## src/sv/rcbm_pkg.sv

```systemverilog
// rcbm_pkg: shared types and constants of the cartridge bank mapper
`timescale 1ns / 1ps

package rcbm_pkg;

  // image size as address bits, and the widest image address the mapper forms
  localparam int IMAGE_ADDR_BITS_DEF = 17;
  localparam int MAX_ADDR_BITS       = 22;
  localparam int LOAD_ADDR_BITS      = 17;

  // command queue between front and back
  localparam int Q_DEPTH = 2;
  localparam int Q_PTR_W = $clog2(Q_DEPTH);
  localparam int Q_CNT_W = $clog2(Q_DEPTH + 1);

  // register map: index taken from paddr[2]
  localparam logic REG_MAPPER_MODE = 1'b0;

  // bus window limits and fields of the bus address
  localparam logic [15:0] WIN_LOW     = 16'h4000;
  localparam logic [15:0] WIN_HIGH    = 16'hBFFF;
  localparam logic [2:0]  SEG8K_FIRST = 3'd2;

  // switch addresses
  localparam logic [15:0] SW_5000 = 16'h5000;
  localparam logic [15:0] SW_6000 = 16'h6000;
  localparam logic [15:0] SW_6800 = 16'h6800;
  localparam logic [15:0] SW_7000 = 16'h7000;
  localparam logic [15:0] SW_77FF = 16'h77FF;
  localparam logic [15:0] SW_7800 = 16'h7800;
  localparam logic [15:0] SW_8000 = 16'h8000;
  localparam logic [15:0] SW_9000 = 16'h9000;
  localparam logic [15:0] SW_A000 = 16'hA000;
  localparam logic [15:0] SW_B000 = 16'hB000;

  typedef enum logic [1:0] {
    OP_READ  = 2'd0,
    OP_WRITE = 2'd1,
    OP_LOAD  = 2'd2,
    OP_NOP   = 2'd3
  } op_t;

  typedef enum logic [2:0] {
    MODE_PLAIN32 = 3'd0,
    MODE_LINEAR48 = 3'd1,
    MODE_SCC8K    = 3'd2,
    MODE_KON8K    = 3'd3,
    MODE_ASCII8K  = 3'd4,
    MODE_ASCII16K = 3'd5
  } mode_t;

  typedef enum logic [1:0] {
    CMD_NONE = 2'd0,
    CMD_READ = 2'd1,
    CMD_LOAD = 2'd2
  } cmd_t;

  // one classified transaction handed from front to back
  typedef struct packed {
    cmd_t                     kind;
    logic [MAX_ADDR_BITS-1:0] addr;
    logic [7:0]               data;
  } entry_t;

endpackage

```

## src/sv/rcbm_queue.sv

```systemverilog
// rcbm_queue: short command queue between the front and the back
`timescale 1ns / 1ps

module rcbm_queue
  import rcbm_pkg::*;
(
  input  logic   clk,
  input  logic   rst,
  input  logic   push,
  input  entry_t push_entry,
  output logic   full,
  input  logic   pop,
  output logic   head_valid,
  output entry_t head_entry
);

  entry_t             slots [0:Q_DEPTH-1];
  logic [Q_PTR_W-1:0] wr_ptr;
  logic [Q_PTR_W-1:0] rd_ptr;
  logic [Q_CNT_W-1:0] count;

  assign full       = (count == Q_CNT_W'(Q_DEPTH));
  assign head_valid = (count != '0);
  assign head_entry = slots[rd_ptr];

  // entry storage
  always_ff @(posedge clk) begin
    if (push) begin
      slots[wr_ptr] <= push_entry;
    end
  end

  // pointers and fill count
  always_ff @(posedge clk) begin
    if (rst) begin
      wr_ptr <= '0;
      rd_ptr <= '0;
      count  <= '0;
    end else begin
      if (push) begin
        wr_ptr <= (wr_ptr == Q_PTR_W'(Q_DEPTH - 1)) ? '0 : wr_ptr + 1'b1;
      end
      if (pop) begin
        rd_ptr <= (rd_ptr == Q_PTR_W'(Q_DEPTH - 1)) ? '0 : rd_ptr + 1'b1;
      end
      if (push && !pop) begin
        count <= count + 1'b1;
      end else if (pop && !push) begin
        count <= count - 1'b1;
      end
    end
  end

endmodule

```

## config.mk

```make
export PLATFORM = sky130hd
export DESIGN_NAME = rcbm_queue
export DESIGN_NICKNAME = d
export VERILOG_FILES = /design/src/sv/rcbm_pkg.sv /design/src/sv/rcbm_queue.sv
export SDC_FILE = /design/constraint.sdc
export NUM_CORES = 1
export LEC_CHECK = 0
export BUFFER_PORTS_ARGS = -buffer_cell sky130_fd_sc_hd__buf_2
export CAP_MARGIN = 20
export CORE_UTILIZATION = 47
export CTS_CLUSTER_SIZE = 20
export DETAILED_ROUTE_END_ITERATION = 10
export PLACE_DENSITY_LB_ADDON = 0.08
export SKIP_LAST_GASP = 1
export SYNTH_ARGS = -nofsm -noshare
export SYNTH_HDL_FRONTEND = slang
export SYNTH_SLANG_ARGS = --single-unit
export TNS_END_PERCENT = 5
```

## constraint.sdc

```tcl
create_clock -name clk -period 7.2 [get_ports clk]
set_clock_uncertainty 0.15 [all_clocks]
set_input_delay 1.44 -clock clk [delete_from_list [all_inputs] [get_ports clk]]
set_output_delay 1.44 -clock clk [all_outputs]
set_load 0.005 [all_outputs]
```

==> impl_metrics.env <==
export IMPL_yosys_area_top_type_share_pct=76.3
export IMPL_cp_arrival_ns=1.78
export IMPL_p_leak_nw=1.19
export IMPL_cts_buffer_depth=2
export IMPL_layout_drive_gt1_share_pct=56.6
export IMPL_worstMarginPinSlew_ns=0.928
export IMPL_yosysTopAreaCell="edfxtp_1"
export IMPL_clk_pin_slew_worst_paths_ns=0.07
export IMPL_drt_wl_total_mm=3.99
export IMPL_htreeDepth=3
export IMPL_hpwl_mm=2.49
export IMPL_drtIter0Drc=37
export IMPL_powerDensity_nw_per_um2=262
export IMPL_grt_max_degree=33
export IMPL_ant_nets=0
export IMPL_routed_via_density=4.78
export IMPL_grt_first_pass_wirelength_mm=5.65
export IMPL_fillers=439
export IMPL_status="finished, final reports clean"
export IMPL_synth_area_um2=2520
export IMPL_cpPeakStageDelay_ns=0.53
export IMPL_yosys_warnings=0
export IMPL_final_setup_viol_count=0
export IMPL_min_period_over_period_pct=46.7
export IMPL_max_freq_mhz=297
export IMPL_start_util_pct=49.0
export IMPL_ys_seq_area_share_pct=80.2
export IMPL_ir_drop_mv=0.203
export IMPL_fin_nets=237
export IMPL_cts_tree="done"
export IMPL_row_count=26
export IMPL_crit_chain="buf_4, mux2_2, buf_2"
export IMPL_syn_area_per_cell_um2=20.7
export IMPL_hold_viol=0
export IMPL_required_ns=5.61
export IMPL_cp_max_fo=24
export IMPL_post_cts_setup_buffers=0
export IMPL_cts_inserted_buffers=9
export IMPL_drc=0
export IMPL_whs_ns=0.367
export IMPL_rsz0062_at_grt="no"
export IMPL_relSlewSlack_pct=38.0
export IMPL_syn_to_final_growth_pct=23.1
export IMPL_cp_end_kind="output port"
export IMPL_die_y_um=75.2
export IMPL_cts_sinks=69
export IMPL_overflow=0
export IMPL_clk_latency_ns=0.32
export IMPL_pin_count=70
export IMPL_syn_num_nets=159
export IMPL_drv_cap=0
export IMPL_final_common_cell="buf_2"
export IMPL_wire_per_inst_um=14.5
export IMPL_first_global_vias=1296
export IMPL_ys_top_cells_by_area="edfxtp_1, mux2_2, dfxtp_1"
export IMPL_root_buffer="clkbuf_8"
export IMPL_die_area_um2=5660
export IMPL_antenna_found_initial=0
export IMPL_finalSetupTns_ns=0
export IMPL_hold_buffers=0
export IMPL_min_path_type="register to register"
export IMPL_post_place_cells=259
export IMPL_synth_cell_types=18
export IMPL_vias=1314
export IMPL_slew_viol_final=0
export IMPL_ys_seq_elements=69
export IMPL_diodes=0
export IMPL_layout_common_cells="buf_2, edfxtp_1, mux2_2, clkbuf_8, dfxtp_1"
export IMPL_portBuffers=69
export IMPL_path_class="register to output port"
export IMPL_fin_crit_ns=3.37
export IMPL_grt_use_total_pct=14.7
export IMPL_critical_path_slowest_cell="dfxtp_1"
export IMPL_cp_start_kind="register"
export IMPL_cts_resized=0
export IMPL_finalNonFillerCells=275
export IMPL_fp_dieW_um=75.2
export IMPL_gp_congestion=0.633
export IMPL_synthCells=122
export IMPL_dr_pass1_iters=4
export IMPL_coreArea_um2=5140
path summary, 6_finish.rpt:
| kind | depth (start not counted) | start | slack, ns | to |
|---|---|---|---|---|
| setup / recovery | 3 | register | 3.83 | head_entry[21] |
| hold / removal | 2 | count[1] | 0.37 | count[1] |
| setup reg to reg | 1 | wr_ptr | 5.57 | slots[0][26] |
| hold reg to reg | 2 | count[1] | 0.37 | count[1] |
kinds of logic after synthesis:
kind of cell,count (synthesis),share of synthesized area [%]
adders and majority gates,1,0.496
AOI/OAI and AO/OA,2,0.397
xor gates and xnor gates,4,1.39
buffers and inverters,5,1.24
muxes,32,14.3
and+or+nand+nor,9,1.94
DFF,69,80.2
layer usage:
layer / share of wire [%] / track usage (%)
met1: 40 / 14.5
met4: 2.1 / 8.64
met5: 0 / 0
met2: 51 / 26.3
met3: 6.4 / 5.76
synthesized netlist by cell type:
library cell / number
xnor2_1: 2
and2b_2: 1
edfxtp_1: 64
mux2_2: 30
or3_1: 1
a21oi_1: 1
buf_4: 3
dfxtp_1: 5
and2_1: 1
nor2_1: 4
inv_1: 1
o21ai_0: 1
mux2_1: 2
or2_2: 1
xor2_1: 2
clkbuf_2: 1
ha_1: 1
nor2b_1: 1
worst max-delay path, delay by kind of cell (launching register included):
kind | cells | cell delay (ns)
buffers and inverters | 2 | 0.53
flip-flops | 1 | 0.53
multiplexers | 1 | 0.39
power breakdown:
part	leakage, nW	internal, mW	switching, mW
Combinational	0.464	0.0465	0.0403
Sequential	0.642	0.467	0.00858
Clock	0.0812	0.124	0.128
stage by stage:
| step | total power, mW | utilization [%] | cell area [um^2] | setup slack, ns |
|---|---|---|---|---|
| 3_5_place_dp | 0.572 | 57.4 | 2950 | 4.15 |
| 5_1_grt | 0.847 | 60.3 | 3100 | 3.72 |
| 6_report | 0.814 | 60.3 | 3100 | 3.83 |
| 4_1_cts | 0.824 | 60.3 | 3100 | 3.79 |
| 3_3_place_gp | 0.569 | 57.4 | 2950 | 4.19 |
| 2_1_floorplan | 0.531 | - | 2520 | 3.74 |
final cells by class:
| class | count | area (um^2) | share of cell area (%) |
|---|---|---|---|
| timing repair buffer | 71 | 360 | 11.6 |
| clock inverter | 3 | 15.0 | 0.484 |
| sequential | 69 | 2020 | 65.2 |
| multi-input combinational | 48 | 474 | 15.3 |
| clock buffer | 13 | 139 | 4.48 |
| tap | 70 | 87.6 | 2.82 |
| inverter | 1 | 3.75 | 0.121 |
registers in the layout (all words and copies together), names as in the netlist, named ones only:
register / count
rd_ptr: 1
slots: 64
wr_ptr: 1
count: 2
Power figures use the tool's default switching activity.
