--- config.mk ---
export PLATFORM = sky130hd
export DESIGN_NAME = rcbm_front
export DESIGN_NICKNAME = d
export VERILOG_FILES = /design/src/sv/rcbm_pkg.sv /design/src/sv/rcbm_front.sv
export SDC_FILE = /design/constraint.sdc
export NUM_CORES = 1
export LEC_CHECK = 0
export BUFFER_PORTS_ARGS = -buffer_cell sky130_fd_sc_hd__buf_2
export CAP_MARGIN = 20
export CORE_MARGIN = 4
export CORE_UTILIZATION = 43
export CTS_BUF_LIST = sky130_fd_sc_hd__clkbuf_8
export DETAILED_ROUTE_END_ITERATION = 8
export GPL_TIMING_DRIVEN = 0
export HOLD_SLACK_MARGIN = 0.02
export PLACE_DENSITY_LB_ADDON = 0.05
export SYNTH_ARGS = -nofsm -noshare
export SYNTH_HDL_FRONTEND = slang
export SYNTH_SLANG_ARGS = --single-unit
--- constraint.sdc ---
create_clock -name clk -period 3.4 [get_ports clk]
set_input_delay 0.34 -clock clk [delete_from_list [all_inputs] [get_ports clk]]
set_output_delay 0.34 -clock clk [all_outputs]
set_load 0.02 [all_outputs]
--- src/sv/rcbm_pkg.sv ---
// rcbm_pkg: shared types and constants of the cartridge bank mapper
`timescale 1ns / 1ps

package rcbm_pkg;

  // image size as address bits, and the widest image address the mapper forms
  localparam int IMAGE_ADDR_BITS_DEF = 17;
  localparam int MAX_ADDR_BITS       = 22;
  localparam int LOAD_ADDR_BITS      = 17;

  // command queue between front and back
  localparam int Q_DEPTH = 2;
  localparam int Q_PTR_W = $clog2(Q_DEPTH);
  localparam int Q_CNT_W = $clog2(Q_DEPTH + 1);

  // register map: index taken from paddr[2]
  localparam logic REG_MAPPER_MODE = 1'b0;

  // bus window limits and fields of the bus address
  localparam logic [15:0] WIN_LOW     = 16'h4000;
  localparam logic [15:0] WIN_HIGH    = 16'hBFFF;
  localparam logic [2:0]  SEG8K_FIRST = 3'd2;

  // switch addresses
  localparam logic [15:0] SW_5000 = 16'h5000;
  localparam logic [15:0] SW_6000 = 16'h6000;
  localparam logic [15:0] SW_6800 = 16'h6800;
  localparam logic [15:0] SW_7000 = 16'h7000;
  localparam logic [15:0] SW_77FF = 16'h77FF;
  localparam logic [15:0] SW_7800 = 16'h7800;
  localparam logic [15:0] SW_8000 = 16'h8000;
  localparam logic [15:0] SW_9000 = 16'h9000;
  localparam logic [15:0] SW_A000 = 16'hA000;
  localparam logic [15:0] SW_B000 = 16'hB000;

  typedef enum logic [1:0] {
    OP_READ  = 2'd0,
    OP_WRITE = 2'd1,
    OP_LOAD  = 2'd2,
    OP_NOP   = 2'd3
  } op_t;

  typedef enum logic [2:0] {
    MODE_PLAIN32 = 3'd0,
    MODE_LINEAR48 = 3'd1,
    MODE_SCC8K    = 3'd2,
    MODE_KON8K    = 3'd3,
    MODE_ASCII8K  = 3'd4,
    MODE_ASCII16K = 3'd5
  } mode_t;

  typedef enum logic [1:0] {
    CMD_NONE = 2'd0,
    CMD_READ = 2'd1,
    CMD_LOAD = 2'd2
  } cmd_t;

  // one classified transaction handed from front to back
  typedef struct packed {
    cmd_t                     kind;
    logic [MAX_ADDR_BITS-1:0] addr;
    logic [7:0]               data;
  } entry_t;

endpackage

--- src/sv/rcbm_front.sv ---
// rcbm_front: accepts bus transactions, holds mode and bank registers, classifies
`timescale 1ns / 1ps

module rcbm_front
  import rcbm_pkg::*;
(
  input  logic         clk,
  input  logic         rst,
  // configuration port
  input  logic         psel,
  input  logic         penable,
  input  logic         pwrite,
  input  logic [2:0]   paddr,
  input  logic [31:0]  pwdata,
  output logic [31:0]  prdata,
  // transaction fields
  input  logic         accept,
  input  logic [1:0]   opcode,
  input  logic         slot_selected,
  input  logic [15:0]  bus_address,
  input  logic [7:0]   bus_write_data,
  input  logic [16:0]  image_address,
  output entry_t       entry
);

  mode_t      mapper_mode;
  logic [7:0] bank [0:3];

  logic       in_std;
  logic [2:0] seg_off;
  logic [1:0] seg8k;
  logic       sw_hit;
  logic [1:0] sw_tgt;

  // register read back
  assign prdata = (paddr[2] == REG_MAPPER_MODE) ? {29'b0, mapper_mode} : 32'b0;

  // mode register
  always_ff @(posedge clk) begin
    if (rst) begin
      mapper_mode <= MODE_PLAIN32;
    end else if (psel && penable && pwrite && (paddr[2] == REG_MAPPER_MODE)) begin
      mapper_mode <= mode_t'(pwdata[2:0]);
    end
  end

  // address decode helpers
  assign in_std  = (bus_address >= WIN_LOW) && (bus_address <= WIN_HIGH);
  assign seg_off = bus_address[15:13] - SEG8K_FIRST;
  assign seg8k   = seg_off[1:0];

  // switch address decode per mode
  always_comb begin
    sw_hit = 1'b0;
    sw_tgt = 2'd0;
    case (mapper_mode)
      MODE_SCC8K: begin
        case (bus_address)
          SW_5000: begin sw_hit = 1'b1; sw_tgt = 2'd0; end
          SW_7000: begin sw_hit = 1'b1; sw_tgt = 2'd1; end
          SW_9000: begin sw_hit = 1'b1; sw_tgt = 2'd2; end
          SW_B000: begin sw_hit = 1'b1; sw_tgt = 2'd3; end
          default: sw_hit = 1'b0;
        endcase
      end
      MODE_KON8K: begin
        case (bus_address)
          SW_6000: begin sw_hit = 1'b1; sw_tgt = 2'd1; end
          SW_8000: begin sw_hit = 1'b1; sw_tgt = 2'd2; end
          SW_A000: begin sw_hit = 1'b1; sw_tgt = 2'd3; end
          default: sw_hit = 1'b0;
        endcase
      end
      MODE_ASCII8K: begin
        case (bus_address)
          SW_6000: begin sw_hit = 1'b1; sw_tgt = 2'd0; end
          SW_6800: begin sw_hit = 1'b1; sw_tgt = 2'd1; end
          SW_7000: begin sw_hit = 1'b1; sw_tgt = 2'd2; end
          SW_7800: begin sw_hit = 1'b1; sw_tgt = 2'd3; end
          default: sw_hit = 1'b0;
        endcase
      end
      MODE_ASCII16K: begin
        case (bus_address)
          SW_6000: begin sw_hit = 1'b1; sw_tgt = 2'd0; end
          SW_7000, SW_77FF: begin sw_hit = 1'b1; sw_tgt = 2'd1; end
          default: sw_hit = 1'b0;
        endcase
      end
      default: sw_hit = 1'b0;
    endcase
  end

  // bank registers, written by bus writes on a switch address
  always_ff @(posedge clk) begin
    if (rst) begin
      for (int i = 0; i < 4; i++) begin
        bank[i] <= 8'(i);
      end
    end else if (accept && (op_t'(opcode) == OP_WRITE) && slot_selected && sw_hit) begin
      bank[sw_tgt] <= bus_write_data;
    end
  end

  // classify the transaction and form the image address
  always_comb begin
    entry.kind = CMD_NONE;
    entry.addr = '0;
    entry.data = bus_write_data;
    case (op_t'(opcode))
      OP_READ: begin
        if (slot_selected) begin
          case (mapper_mode)
            MODE_PLAIN32: begin
              if (in_std) begin
                entry.kind = CMD_READ;
                entry.addr = {6'b0, bus_address - WIN_LOW};
              end
            end
            MODE_LINEAR48: begin
              if (bus_address <= WIN_HIGH) begin
                entry.kind = CMD_READ;
                entry.addr = {6'b0, bus_address};
              end
            end
            MODE_SCC8K, MODE_KON8K, MODE_ASCII8K: begin
              if (in_std) begin
                entry.kind = CMD_READ;
                entry.addr = {1'b0, bank[seg8k], bus_address[12:0]};
              end
            end
            MODE_ASCII16K: begin
              if (in_std) begin
                entry.kind = CMD_READ;
                entry.addr = {bank[{1'b0, bus_address[15]}], bus_address[13:0]};
              end
            end
            default: entry.kind = CMD_NONE;
          endcase
        end
      end
      OP_LOAD: begin
        entry.kind = CMD_LOAD;
        entry.addr = {{(MAX_ADDR_BITS - LOAD_ADDR_BITS){1'b0}}, image_address};
      end
      default: entry.kind = CMD_NONE;
    endcase
  end

endmodule

==> flow_summary.ini, run 1 <==
[synth]
yosysSeqAreaShare_pct = 38.0
yosys-top-cells-count = buf_4, edfxtp_1, and3_1
synth_edf_count = 32
netlist_area_mm2 = 0.00269
synth_ff_type = edfxtp_1
avgSynthCellArea_um2 = 10.6
synth_top_area_share_pct = 35.8
yosysMostFrequentCell = buf_4
synth-async-reset-ratio_pct = 0
synth_area_leaders = edfxtp_1, buf_4, mux4_2
synthCells = 253
ys_types = 52
ys_seq_elements = 35
yosys_warnings = 0
synth_top_area_cell = edfxtp_1

[cells_and_area]
fin_area_mm2 = 0.00342
num_antenna_cells = 0
seqCellArea_mm2 = 0.00102
syn2layout_area_growth_pct = 27.2
multiInputGateArea_mm2 = 0.00139
instances_no_fill = 452
final_layout_size_suffix_gt1_share_pct = 41.1
fillCellCount = 566
nNetsFinal = 467

[power]
power_frac_comb_pct = 23.2
switching_power_mw = 0.296
total_power_mw = 1.02
swShare_pct = 29.0
clkPwrFrac_pct = 29.2
peakVddDrop_mv = 0.242
intPower_mw = 0.724
powerDensity_mw_per_mm2 = 298
p_seq_share_pct = 47.6
leakagePower_nw = 1.65

[timing]
grt_setup_unrepaired = false
hold_viol = 0
finalSetupViolations = 0
finClkSkew_ns = 0.00510
drv_slew = 0
fmax_mhz = 322
slew_headroom_pct = 45.2
min_period_over_period_pct = 91.4
tightest_slew_ns = 0.821
period_needed_ns = 3.11

[floorplan]
start_util_pct = 44.8
rows = 28
coreArea_mm2 = 0.00599
io_pins = 149
die_y_um = 87.0
dieArea_mm2 = 0.00758
die_width_um = 87.0

[critical_path]
r2r_cells = 8
crit_type = input pin to register
critPathRequiredTime_ns = 3.34
cp-start-kind = input pin
worst-path-max-fanout = 10
crit_path_end_kind = register
arrival_ns = 3.05

[placed_design]
portBuffers = 88
gp_congestion = 0.824
hpwl_um = 5480
dp_cells = 444
placed_cell_area_mm2 = 0.00333

[route]
drt_iter0_markers = 173
ant_nets = 0
wl_um = 7210
first_pass_iters = 4
dr_total_vias = 2296
routedWlPerCell_um = 16.0
drc = 0
via_per_inst = 5.08

[clocking]
clkSinkCount = 35
cts_tree = done
root_buffer = clkbuf_8
cts_buffers = 5
cts_buffer_depth = 2
insertion_delay_ns = 0.29
cts_max_level = 2
clk_pin_slew_ns = 0.07

[global_routing]
overflow = 0
grt_pass1_wl_um = 10800
grt_max_degree = 13
grtUsageTotal_pct = 18.7
antenna_found_initial = 0
grt_pass1_vias = 2143

[flow_run]
maxCapViolCount = 0

[outcome]
status = complete, no violations

[min_path]
min_delay_path_depth = 3
hold_path_class = input pin to register
-- registers in the layout (all words and copies together), names as in the netlist --
name / count
mapper_mode: 3
bank: 32
-- area by class of cell --
class	count	area share, %
multi-input combinational	186	40.7
sequential	35	29.9
timing repair buffer	88	12.9
buffer	48	9.82
tap	75	2.75
clock buffer	5	2.01
inverter	12	1.32
clock inverter	3	0.586
-- cell families (layout without fill, tap and decap cells) --
| logic type | Yosys count | count (layout) | synth area share [%] |
|---|---|---|---|
| buf+inv | 60 | 156 | 14.1 |
| simple gates | 83 | 83 | 20.1 |
| flops | 35 | 35 | 38.0 |
| compound gates | 48 | 48 | 13.6 |
| fa+ha+maj | 6 | 6 | 2.79 |
| mux | 20 | 20 | 11.2 |
| other cells | 1 | 29 | 0.140 |
-- per-stage QoR --
step / setup slack (ns) / setup TNS, ns / util (%) / hold slack, ns
global placement: -0.0218 / -0.237 / 55.5 / 0.575
finish: 0.291 / 0 / 57.0 / 0.288
CTS: 0.145 / 0 / 57.0 / 0.286
global route: 0.107 / 0 / 57.0 / 0.289
floorplan: 0.761 / 0 / - / 0.412
detailed placement: -0.0924 / -1.35 / 55.5 / 0.588
-- critical path, cell delays in order --
cell	delay [ns]
buf_2	0.12
clkbuf_2	0.25
inv_1	0.15
ha_1	0.21
nand2_1	0.10
nor3_2	0.23
a21boi_0	0.33
o21ai_1	0.18
a211oi_4	0.52
buf_6	0.22
a21o_1	0.40
-- worst paths after layout --
check                                startpoint        endpoint  slack (ns)
worst max-delay path            bus_address[15]      bank[1][7]        0.29
worst max register to register   mapper_mode[2]      bank[1][7]        0.54
worst min-delay path                  pwdata[1]  mapper_mode[1]        0.29
worst min register to register   mapper_mode[1]  mapper_mode[1]        0.69
-- cell usage in the layout (no fill, tap or decap), types with 3 or more instances in the layout --
cell	n
nor2_1	6
conb_1	29
mux4_2	8
buf_2	91
nand3_1	3
inv_1	11
buf_4	38
nand2_1	9
and3_1	17
a22o_1	13
clkbuf_1	4
mux2i_1	12
edfxtp_1	32
nand4_1	4
and2_1	13
nand2b_1	5
a21o_1	3
nor4_4	3
a21oi_1	4
nor3_1	3
ha_1	6
nor2b_1	5
o22ai_1	6
nor4_1	3
dfxtp_1	3
clkbuf_8	5
o21ai_1	6
-- power by group through the flow --
stage | combinational [mW] | clock, mW | sequential (mW)
after global placement | 0.235 | 0 | 0.494
final | 0.237 | 0.298 | 0.485
after CTS | 0.237 | 0.304 | 0.485
after global routing | 0.256 | 0.326 | 0.486
after floorplan | 0.155 | 0 | 0.493
after detailed placement | 0.237 | 0 | 0.495
-- timing repair --
action                     4_1_cts  5_1_grt
hold endpoints to repair         0        0
buffers inserted                 0        0
resized for setup                0        2
setup endpoints to repair        0       19
hold buffers                     0        0
-- routing by layer --
metal	up-vias	GRT usage (%)	part of all wire [%]	wire [µm]
met5	-	0	0	0
met4	0	6.52	1.1	80
met3	8	4.07	8.4	606
met2	98	31.9	49	3520
met1	1062	23.2	42	3000
li1	1128	-	-	-
No activity file was read; power rests on OpenSTA's default activity.
==> run 2, diff against run 1 <==
--- a/config.mk
+++ b/config.mk
@@ -6,9 +6,10 @@
 export NUM_CORES = 1
 export LEC_CHECK = 0
 export BUFFER_PORTS_ARGS = -buffer_cell sky130_fd_sc_hd__buf_2
-export CAP_MARGIN = 20
+export CELL_PAD_IN_SITES_DETAIL_PLACEMENT = 0
+export CELL_PAD_IN_SITES_GLOBAL_PLACEMENT = 1
 export CORE_MARGIN = 4
-export CORE_UTILIZATION = 43
+export CORE_UTILIZATION = 34
 export CTS_BUF_LIST = sky130_fd_sc_hd__clkbuf_8
 export DETAILED_ROUTE_END_ITERATION = 8
 export GPL_TIMING_DRIVEN = 0
==> flow_summary.ini, run 2 (same netlist as run 1, synthesis figures left out) <==
[outcome]
status = complete, no violations

[timing]
grt_setup_unrepaired = false
slew_headroom_pct = 42.1
period_needed_ns = 3.03
hold_viol = 0
drv_slew = 0
setup_ws_ns = 0.366
min_period_over_period_pct = 89.2
tightest_slew_ns = 0.869
finClkSkew_ns = 0.00624
fmax_mhz = 330
whs_ns = 0.284
finalSetupViolations = 0

[route]
dr_total_vias = 2310
ant_nets = 0
drt_iter0_markers = 166
drc = 0
first_pass_iters = 4
via_per_inst = 4.82
routedWlPerCell_um = 15.8
wl_um = 7560

[min_path]
min_delay_path_depth = 3
hold_path_class = input pin to register

[global_routing]
grt_pass1_vias = 2207
antenna_found_initial = 0
grtUsageTotal_pct = 15.8
grt_max_degree = 12
overflow = 0
grt_pass1_wl_um = 12000

[cells_and_area]
multiInputGateArea_mm2 = 0.00139
mostFrequentLayoutCell = buf_2
reg_top3 = bank x32, mapper_mode x3
seqCellArea_mm2 = 0.00102
largest_reg_flops = 32
syn2layout_area_growth_pct = 28.3
fillCellCount = 769
num_antenna_cells = 0
instances_no_fill = 479
nNetsFinal = 467
final_cell_mix = buf_2, buf_4, edfxtp_1
fin_area_mm2 = 0.00345
final_layout_size_suffix_gt1_share_pct = 41.1
largest_register = bank

[floorplan]
rows = 32
start_util_pct = 34.9
io_pins = 149
die_y_um = 96.9
die_width_um = 96.9
coreArea_mm2 = 0.00769
dieArea_mm2 = 0.00939

[critical_path]
path_cells = ha_1, or3_1, a211oi_1, o21bai_1, buf_2, a22o_1, buf_2
arrival_ns = 2.69
slowest_stage = or3_1
critPathRequiredTime_ns = 3.06
cp-start-kind = register
crit_type = register to output pin
critPathMaxStageDelay_ns = 0.48
worst-path-max-fanout = 10
crit_path_end_kind = output pin
path_common_cell = buf_2
r2r_cells = 8

[placed_design]
dpl_worst_slack_ns = -0.143
dp_cells = 471
placed_cell_area_mm2 = 0.00336
hpwl_um = 5760
portBuffers = 88
gp_congestion = 0.837

[clocking]
cts_buffers = 5
cts-resized-gates = 0
cts_tree = done
ctsHoldBuffers = 0
insertion_delay_ns = 0.28
post-cts-setup-buffers = 0
cts_max_level = 2
clkSinkCount = 35
clk_pin_slew_ns = 0.07
root_buffer = clkbuf_8
cts_buffer_depth = 2

[power]
leakagePower_nw = 1.66
total_power_mw = 1.01
powerDensity_mw_per_mm2 = 294
peakVddDrop_mv = 0.246

[flow_run]
maxCapViolCount = 0
-- run 2: metrics by stage --
step | util, % | setup TNS, ns
floorplan | - | 0
global placement | 43.7 | -2.28
detailed placement | 43.7 | -2.27
CTS | 44.8 | 0
global route | 44.8 | 0
finish | 44.8 | 0
-- run 2: area by class of cell --
type | count | share of cell area, %
plain buffers | 48 | 9.76
multi-input cells | 186 | 40.4
flip-flops and latches | 35 | 29.6
well taps | 102 | 3.70
inverters | 12 | 1.31
repair buffers | 88 | 12.8
clock inverters | 3 | 0.472
clock buffers | 5 | 2.00
-- run 2: power by group --
group	total [mW]	internal, mW	switching, mW
logic	0.238	0.102	0.136
clock network	0.291	0.140	0.151
registers	0.485	0.480	0.00551
-- run 2: critical path: cells and delay by family (launching register included) --
family	cells	cell delay, ns
buffers and inverters	2	0.46
adder cells (fa/ha/maj)	1	0.25
flip-flops	1	0.43
AND/OR/NAND/NOR	1	0.48
AO/OA/AOI/OAI	3	0.78
-- run 2: final timing paths --
check                         to            from  slack (ns)
setup / recovery       entry[13]  mapper_mode[1]        0.37
hold / removal    mapper_mode[0]       pwdata[0]        0.28
hold reg to reg   mapper_mode[1]  mapper_mode[1]        0.71
setup reg to reg      bank[0][1]  mapper_mode[2]        0.54
-- run 2: per-layer routing --
layer	vias up	global-route usage, %	part of all wire [%]
met5	-	0	0
met1	1061	21.3	44
li1	1134	-	-
met3	4	4.04	7.8
met4	0	3.67	0.70
met2	111	25.6	47
